<file path="config.mk">
export PLATFORM = sky130hd
export DESIGN_NAME = stepper_full_step_sequencer_core_flat
export DESIGN_NICKNAME = d
export VERILOG_FILES = /design/src/rtl/sfss_pkg.sv /design/src/rtl/sfss_if.sv /design/src/rtl/sfss_step_unit.sv /design/src/rtl/stepper_full_step_sequencer_core.sv /design/src/flat_wrapper.sv
export SDC_FILE = /design/constraint.sdc
export NUM_CORES = 1
export LEC_CHECK = 0
export BUFFER_PORTS_ARGS = -buffer_cell sky130_fd_sc_hd__buf_2
export CAP_MARGIN = 40
export CORE_ASPECT_RATIO = 1.75
export CORE_MARGIN = 3
export CORE_UTILIZATION = 30
export CTS_CLUSTER_SIZE = 12
export DETAILED_ROUTE_END_ITERATION = 7
export MAX_ROUTING_LAYER = met4
export PLACE_DENSITY = 0.51
export SLEW_MARGIN = 25
export SYNTH_ARGS = -nofsm -noshare
export SYNTH_HDL_FRONTEND = slang
export SYNTH_SLANG_ARGS = --single-unit
</file>
<file path="constraint.sdc">
create_clock -name clk_i -period 7.25 [get_ports clk_i]
set_input_delay 1.45 -clock clk_i [delete_from_list [all_inputs] [get_ports clk_i]]
set_output_delay 1.45 -clock clk_i [all_outputs]
set_load 0.01 [all_outputs]
</file>
<file path="src/rtl/sfss_pkg.sv">
// ----------------------------------------------------------------------------
// Stepper full-step sequencer package
// Shared types, register codes and the coil pattern table.
// ----------------------------------------------------------------------------
package sfss_pkg;

  localparam int unsigned FieldBits = 16;
  localparam int unsigned TimeBits  = 32;
  localparam int unsigned CfgIdxBits = 2;

  typedef enum logic [CfgIdxBits-1:0] {
    CFG_STEP_THRESHOLD   = 2'd0,
    CFG_START_PRELOAD    = 2'd1,
    CFG_INVERT_DIRECTION = 2'd2
  } cfg_idx_e;

  typedef enum logic {
    REQ_TICK  = 1'b0,
    REQ_START = 1'b1
  } req_type_e;

  localparam logic [FieldBits-1:0] StepThresholdReset = 16'd10;
  localparam logic [FieldBits-1:0] StartPreloadReset  = 16'd10;

  typedef struct packed {
    logic [FieldBits-1:0] step_threshold;
    logic [FieldBits-1:0] start_preload;
    logic                 invert_direction;
  } cfg_t;

  typedef struct packed {
    logic                 req_type;
    logic [FieldBits-1:0] move_steps;
    logic                 move_ccw;
  } req_t;

  typedef struct packed {
    logic [3:0]          coils;
    logic                moving;
    logic                stepped;
    logic [TimeBits-1:0] move_time;
  } rsp_t;

  function automatic logic [3:0] coil_for_phase(input logic [1:0] phase);
    logic [3:0] pattern;
    case (phase)
      2'd0:    pattern = 4'hC;
      2'd1:    pattern = 4'h9;
      2'd2:    pattern = 4'h3;
      default: pattern = 4'h6;
    endcase
    return pattern;
  endfunction

endpackage

</file>
<file path="src/rtl/sfss_if.sv">
// ----------------------------------------------------------------------------
// Stepper full-step sequencer channels
// Request and response channels with valid/ready handshake.
// ----------------------------------------------------------------------------
interface sfss_req_if;
  logic        valid;
  logic        ready;
  logic        req_type;
  logic [15:0] move_steps;
  logic        move_ccw;

  modport source (output valid, req_type, move_steps, move_ccw, input ready);
  modport sink   (input valid, req_type, move_steps, move_ccw, output ready);
endinterface

interface sfss_rsp_if;
  logic        valid;
  logic        ready;
  logic [3:0]  coils;
  logic        moving;
  logic        stepped;
  logic [31:0] move_time;

  modport source (output valid, coils, moving, stepped, move_time, input ready);
  modport sink   (input valid, coils, moving, stepped, move_time, output ready);
endinterface

</file>
<file path="src/rtl/sfss_step_unit.sv">
// ----------------------------------------------------------------------------
// Stepper full-step sequencer step unit
// Holds the move state and works out one beat's result and next state.
// ----------------------------------------------------------------------------
module sfss_step_unit
  import sfss_pkg::*;
#(
  parameter int unsigned COUNT_BITS = 16
) (
  input  logic clk_i,
  input  logic rst_ni,
  input  logic en_i,
  input  req_t req_i,
  input  cfg_t cfg_i,
  output rsp_t rsp_o
);

  localparam int unsigned CmpBits = (COUNT_BITS > FieldBits) ? COUNT_BITS : FieldBits;

  logic [COUNT_BITS-1:0] target_q, target_d;
  logic [COUNT_BITS-1:0] done_q, done_d;
  logic [COUNT_BITS-1:0] icnt_q, icnt_d;
  logic [1:0]            phase_q, phase_d;
  logic                  dir_q, dir_d;
  logic [3:0]            coil_q, coil_d;

  logic [CmpBits-1:0]  steps_ext;
  logic [CmpBits-1:0]  preload_ext;
  logic                stepped;
  logic [TimeBits-1:0] move_time;

  assign steps_ext   = CmpBits'(req_i.move_steps);
  assign preload_ext = CmpBits'(cfg_i.start_preload);

  always_comb begin
    target_d  = target_q;
    done_d    = done_q;
    icnt_d    = icnt_q;
    phase_d   = phase_q;
    dir_d     = dir_q;
    coil_d    = coil_q;
    stepped   = 1'b0;
    move_time = '0;
    if (req_i.req_type == REQ_START) begin
      target_d  = steps_ext[COUNT_BITS-1:0];
      dir_d     = req_i.move_ccw;
      done_d    = '0;
      icnt_d    = preload_ext[COUNT_BITS-1:0];
      move_time = {16'd0, req_i.move_steps} * {16'd0, cfg_i.start_preload};
    end else if (done_q < target_q) begin
      if (CmpBits'(icnt_q) >= CmpBits'(cfg_i.step_threshold)) begin
        icnt_d  = '0;
        done_d  = done_q + COUNT_BITS'(1);
        coil_d  = coil_for_phase(phase_q);
        phase_d = (dir_q ^ cfg_i.invert_direction) ? phase_q + 2'd1 : phase_q - 2'd1;
        stepped = 1'b1;
      end else if (icnt_q != '1) begin
        icnt_d = icnt_q + COUNT_BITS'(1);
      end
    end
  end

  always_ff @(posedge clk_i or negedge rst_ni) begin
    if (!rst_ni) begin
      target_q <= '0;
      done_q   <= '0;
      icnt_q   <= '0;
      phase_q  <= '0;
      dir_q    <= 1'b0;
      coil_q   <= '0;
    end else if (en_i) begin
      target_q <= target_d;
      done_q   <= done_d;
      icnt_q   <= icnt_d;
      phase_q  <= phase_d;
      dir_q    <= dir_d;
      coil_q   <= coil_d;
    end
  end

  assign rsp_o.coils     = coil_d;
  assign rsp_o.moving    = done_d < target_d;
  assign rsp_o.stepped   = stepped;
  assign rsp_o.move_time = move_time;

endmodule

</file>
<file path="src/rtl/stepper_full_step_sequencer_core.sv">
// ----------------------------------------------------------------------------
// Stepper full-step sequencer core
// Two-coils-on full-step sequencer for a four-wire stepper motor.
// ----------------------------------------------------------------------------
// The request channel carries start beats, which load a step target and a
// direction, and tick beats from a timer, which advance the interval counter
// and step the motor when the threshold is reached.
// Every request beat yields exactly one response beat with the coil drive,
// the moving and stepped flags and, for a start, the move time.
// A beat is registered on entry and its result is registered on exit, so a
// request passes through the entry register and then the exit register.
// One request is accepted per cycle unless the response stalls; the move
// state follows the counter compare and the move time is a 16 by 16 product.
// When the receiver stalls, the response holds and the entry register still
// takes one more beat if it is empty; then the request ready drops until the
// response is taken.
// Reset returns the configuration, the valid flags and the move state to their
// defaults, with all coils low. The user must use the configuration port only
// while the core is idle; the core itself does not enforce this.
// ----------------------------------------------------------------------------
module stepper_full_step_sequencer_core
  import sfss_pkg::*;
#(
  parameter int unsigned COUNT_BITS = 16
) (
  input  logic                  clk_i,
  input  logic                  rst_ni,
  sfss_req_if.sink              req_i,
  sfss_rsp_if.source            rsp_o,
  input  logic                  cfg_we_i,
  input  logic [CfgIdxBits-1:0] cfg_idx_i,
  input  logic [FieldBits-1:0]  cfg_data_i
);

  cfg_t cfg_q;
  logic s1_valid_q;
  req_t s1_req_q;
  logic rsp_valid_q;
  rsp_t rsp_q;
  rsp_t rsp_d;
  logic advance;
  logic step_en;

  always_ff @(posedge clk_i or negedge rst_ni) begin
    if (!rst_ni) begin
      cfg_q.step_threshold   <= StepThresholdReset;
      cfg_q.start_preload    <= StartPreloadReset;
      cfg_q.invert_direction <= 1'b0;
    end else if (cfg_we_i) begin
      unique case (cfg_idx_i)
        CFG_STEP_THRESHOLD:   cfg_q.step_threshold   <= cfg_data_i;
        CFG_START_PRELOAD:    cfg_q.start_preload    <= cfg_data_i;
        CFG_INVERT_DIRECTION: cfg_q.invert_direction <= cfg_data_i[0];
        default: ;
      endcase
    end
  end

  assign advance     = !rsp_valid_q || rsp_o.ready;
  assign req_i.ready = !s1_valid_q || advance;
  assign step_en     = s1_valid_q && advance;

  always_ff @(posedge clk_i or negedge rst_ni) begin
    if (!rst_ni) begin
      s1_valid_q <= 1'b0;
    end else if (req_i.ready) begin
      s1_valid_q <= req_i.valid;
    end
  end

  always_ff @(posedge clk_i) begin
    if (req_i.ready && req_i.valid) begin
      s1_req_q.req_type   <= req_i.req_type;
      s1_req_q.move_steps <= req_i.move_steps;
      s1_req_q.move_ccw   <= req_i.move_ccw;
    end
  end

  sfss_step_unit #(
    .COUNT_BITS(COUNT_BITS)
  ) u_step (
    .clk_i (clk_i),
    .rst_ni(rst_ni),
    .en_i  (step_en),
    .req_i (s1_req_q),
    .cfg_i (cfg_q),
    .rsp_o (rsp_d)
  );

  always_ff @(posedge clk_i or negedge rst_ni) begin
    if (!rst_ni) begin
      rsp_valid_q <= 1'b0;
    end else if (advance) begin
      rsp_valid_q <= s1_valid_q;
    end
  end

  always_ff @(posedge clk_i) begin
    if (step_en) begin
      rsp_q <= rsp_d;
    end
  end

  assign rsp_o.valid     = rsp_valid_q;
  assign rsp_o.coils     = rsp_q.coils;
  assign rsp_o.moving    = rsp_q.moving;
  assign rsp_o.stepped   = rsp_q.stepped;
  assign rsp_o.move_time = rsp_q.move_time;

endmodule

</file>
<file path="src/flat_wrapper.sv">
// flat-port wrapper written by rule: the top's interface ports become plain ports
module stepper_full_step_sequencer_core_flat import sfss_pkg::*;
#(
  parameter int unsigned COUNT_BITS = 16
)
  (clk_i, rst_ni, cfg_we_i, cfg_idx_i, cfg_data_i, req_i_valid, req_i_req_type, req_i_move_steps, req_i_move_ccw, req_i_ready, rsp_o_valid, rsp_o_coils, rsp_o_moving, rsp_o_stepped, rsp_o_move_time, rsp_o_ready);
  sfss_req_if req_i_i ();
  sfss_rsp_if rsp_o_i ();
  input  logic clk_i;
  input  logic rst_ni;
  input  logic cfg_we_i;
  input  logic [CfgIdxBits-1:0] cfg_idx_i;
  input  logic [FieldBits-1:0] cfg_data_i;
  input wire logic [$bits(req_i_i.valid)-1:0] req_i_valid;
  input wire logic [$bits(req_i_i.req_type)-1:0] req_i_req_type;
  input wire logic [$bits(req_i_i.move_steps)-1:0] req_i_move_steps;
  input wire logic [$bits(req_i_i.move_ccw)-1:0] req_i_move_ccw;
  output wire logic [$bits(req_i_i.ready)-1:0] req_i_ready;
  output wire logic [$bits(rsp_o_i.valid)-1:0] rsp_o_valid;
  output wire logic [$bits(rsp_o_i.coils)-1:0] rsp_o_coils;
  output wire logic [$bits(rsp_o_i.moving)-1:0] rsp_o_moving;
  output wire logic [$bits(rsp_o_i.stepped)-1:0] rsp_o_stepped;
  output wire logic [$bits(rsp_o_i.move_time)-1:0] rsp_o_move_time;
  input wire logic [$bits(rsp_o_i.ready)-1:0] rsp_o_ready;
  assign req_i_i.valid = req_i_valid;
  assign req_i_i.req_type = req_i_req_type;
  assign req_i_i.move_steps = req_i_move_steps;
  assign req_i_i.move_ccw = req_i_move_ccw;
  assign req_i_ready = req_i_i.ready;
  assign rsp_o_valid = rsp_o_i.valid;
  assign rsp_o_coils = rsp_o_i.coils;
  assign rsp_o_moving = rsp_o_i.moving;
  assign rsp_o_stepped = rsp_o_i.stepped;
  assign rsp_o_move_time = rsp_o_i.move_time;
  assign rsp_o_i.ready = rsp_o_ready;
  stepper_full_step_sequencer_core #(.COUNT_BITS(COUNT_BITS)) u_core (.clk_i(clk_i), .rst_ni(rst_ni), .req_i(req_i_i), .rsp_o(rsp_o_i), .cfg_we_i(cfg_we_i), .cfg_idx_i(cfg_idx_i), .cfg_data_i(cfg_data_i));
endmodule
</file>
==> impl_results.html <==
<table>
<tr><th>Metric</th><th>Value</th></tr>
<tr><th colspan="2">Synthesis</th></tr>
<tr><td>Number of library cell types mapped by synthesis</td><td>60</td></tr>
<tr><td>Area share of the leading cell type in the synthesized netlist</td><td>24.39%</td></tr>
<tr><td>Fraction of synthesis flops using an asynchronous set or reset pin</td><td>61.64%</td></tr>
<tr><td>Post-synthesis instance area</td><td>between 15000 and 20000 um2</td></tr>
<tr><td>Flops &amp; latches, synth</td><td>around 150</td></tr>
<tr><td>Dominant synthesized flop cell</td><td>sky130_fd_sc_hd__dfrtp_1</td></tr>
<tr><td>Post-synthesis sequential area ratio</td><td>24.74%</td></tr>
<tr><td>Cell taking the most area after synthesis</td><td>sky130_fd_sc_hd__fa_1</td></tr>
<tr><td>Dominant cells by area after synthesis</td><td>sky130_fd_sc_hd__fa_1 24%, sky130_fd_sc_hd__dfrtp_1 14%, sky130_fd_sc_hd__ha_1 12%</td></tr>
<tr><td>Post-synthesis area per instance</td><td>9.620 um2</td></tr>
<tr><td>Number of enable flip-flop cells after synthesis</td><td>56</td></tr>
<tr><td>Cell count after synthesis</td><td>1655</td></tr>
<tr><td>Post-synth net total</td><td>2046</td></tr>
<tr><td>Ys Warns</td><td>0</td></tr>
<tr><th colspan="2">STA</th></tr>
<tr><td>Final count of negative-setup-slack endpoints</td><td>0</td></tr>
<tr><td>Accumulated negative setup slack</td><td>0 ns</td></tr>
<tr><td>Tightest Pin Transition</td><td>0.8587 ns</td></tr>
<tr><td>Unrepaired setup endpoints after global routing</td><td>no</td></tr>
<tr><td>Max Fclk</td><td>0.1477 GHz</td></tr>
<tr><td>Setup Skew</td><td>0.01164 ns</td></tr>
<tr><td>Post-layout minimum cycle time</td><td>6.769 ns</td></tr>
<tr><td>Final Slew Violations</td><td>0</td></tr>
<tr><td>Relative slew slack</td><td>42.48%</td></tr>
<tr><td>Hold Vio Cnt, Final</td><td>0</td></tr>
<tr><td>Tcrit/Tclk final</td><td>between 90% and 100%</td></tr>
<tr><th colspan="2">Detailed routing</th></tr>
<tr><td>Detailed Routing Iterations Pass 1</td><td>5</td></tr>
<tr><td>Vias after detailed routing</td><td>around 12000</td></tr>
<tr><td>Vias per Instance</td><td>4.819</td></tr>
<tr><td>Detailed Route Iter0 Violations</td><td>705</td></tr>
<tr><td>Routed length per instance</td><td>~18 um</td></tr>
<tr><td>Total Wirelength</td><td>around 43 mm</td></tr>
<tr><td>Remaining antenna violation count</td><td>0</td></tr>
<tr><td>Post-route DRC violation count</td><td>0</td></tr>
<tr><th colspan="2">Critical path</th></tr>
<tr><td>Total number of cells along the worst setup path</td><td>20</td></tr>
<tr><td>Critical Path Max Stage Delay</td><td>0.67 ns</td></tr>
<tr><td>Cell family contributing the most delay on the critical path</td><td>adder cells</td></tr>
<tr><td>Required time of the critical path</td><td>7.44 ns</td></tr>
<tr><td>Register-to-Register Path Depth</td><td>20</td></tr>
<tr><td>Slowest CP cell</td><td>sky130_fd_sc_hd__edfxtp_1</td></tr>
<tr><td>Maximum fanout along the worst path</td><td>17</td></tr>
<tr><td>Startpoint kind of the worst setup timing path</td><td>flop</td></tr>
<tr><td>Crit-path cells</td><td>and2_1 &gt; fa_1 &gt; inv_1 &gt; fa_1 &gt; fa_1 &gt; inv_1 &gt; fa_1 &gt; fa_1 &gt; inv_1 &gt; fa_1 &gt; inv_1 &gt; ha_1 &gt; inv_1 &gt; nor4_1 &gt; a21oi_1 &gt; o31ai_1 &gt; a21oi_1 &gt; o31ai_1 &gt; xnor2_1 &gt; nor2_1</td></tr>
<tr><td>Worst Path Arrival</td><td>roughly 7.0 ns</td></tr>
<tr><td>Combined buffer and inverter count along the critical path</td><td>5</td></tr>
<tr><td>Critical setup path kind</td><td>flop to flop</td></tr>
<tr><td>Most common cell on crit path</td><td>sky130_fd_sc_hd__fa_1</td></tr>
<tr><td>Type of destination of the critical path</td><td>flop</td></tr>
<tr><th colspan="2">Place</th></tr>
<tr><td>Global placement routability congestion</td><td>0.8625</td></tr>
<tr><td>DPL Wire Length</td><td>34.95 mm</td></tr>
<tr><td>I/O Buffers</td><td>80</td></tr>
<tr><th colspan="2">Clock tree</th></tr>
<tr><td>Clock Root Buffer</td><td>sky130_fd_sc_hd__clkbuf_16</td></tr>
<tr><td>Clock slew at the register clock pins of the worst setup and hold paths</td><td>0.06 ns</td></tr>
<tr><td>Setup Buffers After CTS</td><td>0</td></tr>
<tr><td># resized after CTS</td><td>0</td></tr>
<tr><td>Sinks on Clock Net</td><td>146</td></tr>
<tr><td>Clock Path Buffers</td><td>2</td></tr>
<tr><td>Clock latency on the worst-skew pair</td><td>0.46 ns</td></tr>
<tr><td>H-tree Lvls</td><td>4</td></tr>
<tr><td>Number of buffers created by CTS</td><td>17</td></tr>
<tr><td>CTS tree</td><td>done</td></tr>
<tr><td>Hold buffers post-CTS</td><td>0</td></tr>
<tr><th colspan="2">GRT</th></tr>
<tr><td>Via count of the first global-routing pass</td><td>approximately 13000</td></tr>
<tr><td>Overall overflow remaining after global route</td><td>0</td></tr>
<tr><td>Global-route wire length before repair</td><td>69.10 mm</td></tr>
<tr><td>Maximum number of pins on one net before global-route repair</td><td>between 80 and 90</td></tr>
<tr><td>Initial antenna violation count</td><td>1</td></tr>
<tr><td>GR Util All Layers</td><td>16.17%</td></tr>
<tr><th colspan="2">Floorplan</th></tr>
<tr><td>Total die area</td><td>55980 um2</td></tr>
<tr><td>Count of boundary I/O pins</td><td>between 80 and 90</td></tr>
<tr><td>Initial core utilization</td><td>30.33%</td></tr>
<tr><td>Site row count</td><td>111</td></tr>
<tr><td>Die Width</td><td>180.1 um</td></tr>
<tr><td>Total core area</td><td>52500 um2</td></tr>
<tr><td>DIE HEIGHT</td><td>310.8 um</td></tr>
<tr><th colspan="2">Cells and area</th></tr>
<tr><td>Number of nets in the finished design</td><td>2104</td></tr>
<tr><td>Most common cell after layout, fill and taps aside</td><td>sky130_fd_sc_hd__inv_1</td></tr>
<tr><td>Commonest cells after routing, fill and taps aside</td><td>260 x sky130_fd_sc_hd__inv_1, 213 x sky130_fd_sc_hd__nand2_1, 194 x sky130_fd_sc_hd__fa_1, 156 x sky130_fd_sc_hd__ha_1, 127 x sky130_fd_sc_hd__and2_1</td></tr>
<tr><td>Share of post-route cells with drive strength above 1</td><td>roughly 11%</td></tr>
<tr><td>ANT cells</td><td>0</td></tr>
<tr><td>Signed area change from the synthesized netlist to the final layout</td><td>11.29%</td></tr>
<tr><th colspan="2">Worst hold path</th></tr>
<tr><td>Hold-critical path depth</td><td>1</td></tr>
<tr><td>Hold WC Path Type</td><td>flop to flop</td></tr>
<tr><th colspan="2">Job</th></tr>
<tr><td>Max-capacitance violation count</td><td>0</td></tr>
<tr><th colspan="2">Outcome</th></tr>
<tr><td>Result of the run</td><td>finished, final reports clean</td></tr>
</table>
-- worst register-to-register path, cell delays in order (launching register included) --
cell and delay (ns):
sky130_fd_sc_hd__edfxtp_1 0.67, sky130_fd_sc_hd__and2_1 0.29, sky130_fd_sc_hd__fa_1 0.50, sky130_fd_sc_hd__inv_1 0.06, sky130_fd_sc_hd__fa_1 0.52, sky130_fd_sc_hd__fa_1 0.52
sky130_fd_sc_hd__inv_1 0.05, sky130_fd_sc_hd__fa_1 0.46, sky130_fd_sc_hd__fa_1 0.55, sky130_fd_sc_hd__inv_1 0.05, sky130_fd_sc_hd__fa_1 0.53, sky130_fd_sc_hd__inv_1 0.04
sky130_fd_sc_hd__ha_1 0.33, sky130_fd_sc_hd__inv_1 0.09, sky130_fd_sc_hd__nor4_1 0.28, sky130_fd_sc_hd__a21oi_1 0.21, sky130_fd_sc_hd__o31ai_1 0.62, sky130_fd_sc_hd__a21oi_1 0.22
sky130_fd_sc_hd__o31ai_1 0.32, sky130_fd_sc_hd__xnor2_1 0.15, sky130_fd_sc_hd__nor2_1 0.05
-- final cells by class --
type                            count  area, um2
Multi-Input combinational cell   1174      10720
Clock inverter                     12      95.09
Clock buffer                       20      446.7
Tap cell                          678      848.3
Sequential cell                   146       3939
Fill cell                        5426      34780
Timing Repair Buffer              113      690.7
Inverter                          261      979.7
-- cell usage after synthesis, drive strengths merged, types with 16 or more instances --
cell type  count
a21o          24
a21oi         44
and2         128
clkbuf        66
dfrtp         86
edfxtp        56
fa           194
ha           156
inv          261
mux2          27
mux2i         30
nand2        214
nand3         20
nor2          68
nor3          22
o21ai         63
or3           16
xnor2         25
-- per-layer routing --
layer	global-route usage, %	vias to the layer above	wire length (um)
li1	-	5480	-
met1	16.89	5758	16470
met3	1.906	83	1073
met2	30.64	263	23920
met5	-	-	0
met4	6.443	0	1753
-- stage by stage --
step	setup WS, ns	cells	hold WS [ns]	utilization (%)	area [um2]
2_1_floorplan	0.9394	1655	0.4539	-	15920
3_3_place_gp	0.5205	2368	0.4640	32.58	17110
3_5_place_dp	0.4614	2371	0.4682	32.71	17170
4_1_cts	0.4501	2403	0.4842	33.74	17710
5_1_grt	0.1638	2404	0.5124	33.75	17720
6_report	0.4813	2404	0.4774	33.75	17720
-- flip-flops by register name, indices dropped and copies added (netlist names), 2 cells and up --
name                    count
u_core.u_step.phase_q       2
u_core.cfg_q               33
u_core.u_step.done_q       16
u_core.u_step.icnt_q       16
u_core.u_step.coil_q        4
u_core.s1_req_q            18
u_core.u_step.target_q     16
u_core.rsp_o.coils          4
u_core.rsp_o.move_time     32
-- kinds of logic after synthesis --
logic type                 share of synthesized area (%)
xor gates and xnor gates                           2.035
AOI/OAI and AO/OA                                  8.338
adders and majority gates                          36.65
DFF                                                24.74
buffers and inverters                              7.984
and+or+nand+nor                                    16.46
muxes                                              3.796
-- path summary, 6_finish.rpt --
| path | startpoint | end | slack, ns |
|---|---|---|---|
| setup / recovery | u_core.s1_req_q[9] | u_core.rsp_o.move_time[30] | 0.48 |
| hold / removal | u_core.s1_req_q[0] | u_core.u_step.dir_q | 0.48 |
| setup reg to reg | u_core.s1_req_q[9] | u_core.rsp_o.move_time[30] | 0.48 |
| hold reg to reg | u_core.s1_req_q[0] | u_core.u_step.dir_q | 0.48 |
| max in group asynchronous | rst_ni | u_core.cfg_q[4] | 5.29 |
| min in group asynchronous | rst_ni | u_core.cfg_q[8] | 0.91 |
Power is not shown: default switching activity piles up to over one toggle a cycle in this logic, so the estimate is an artifact.
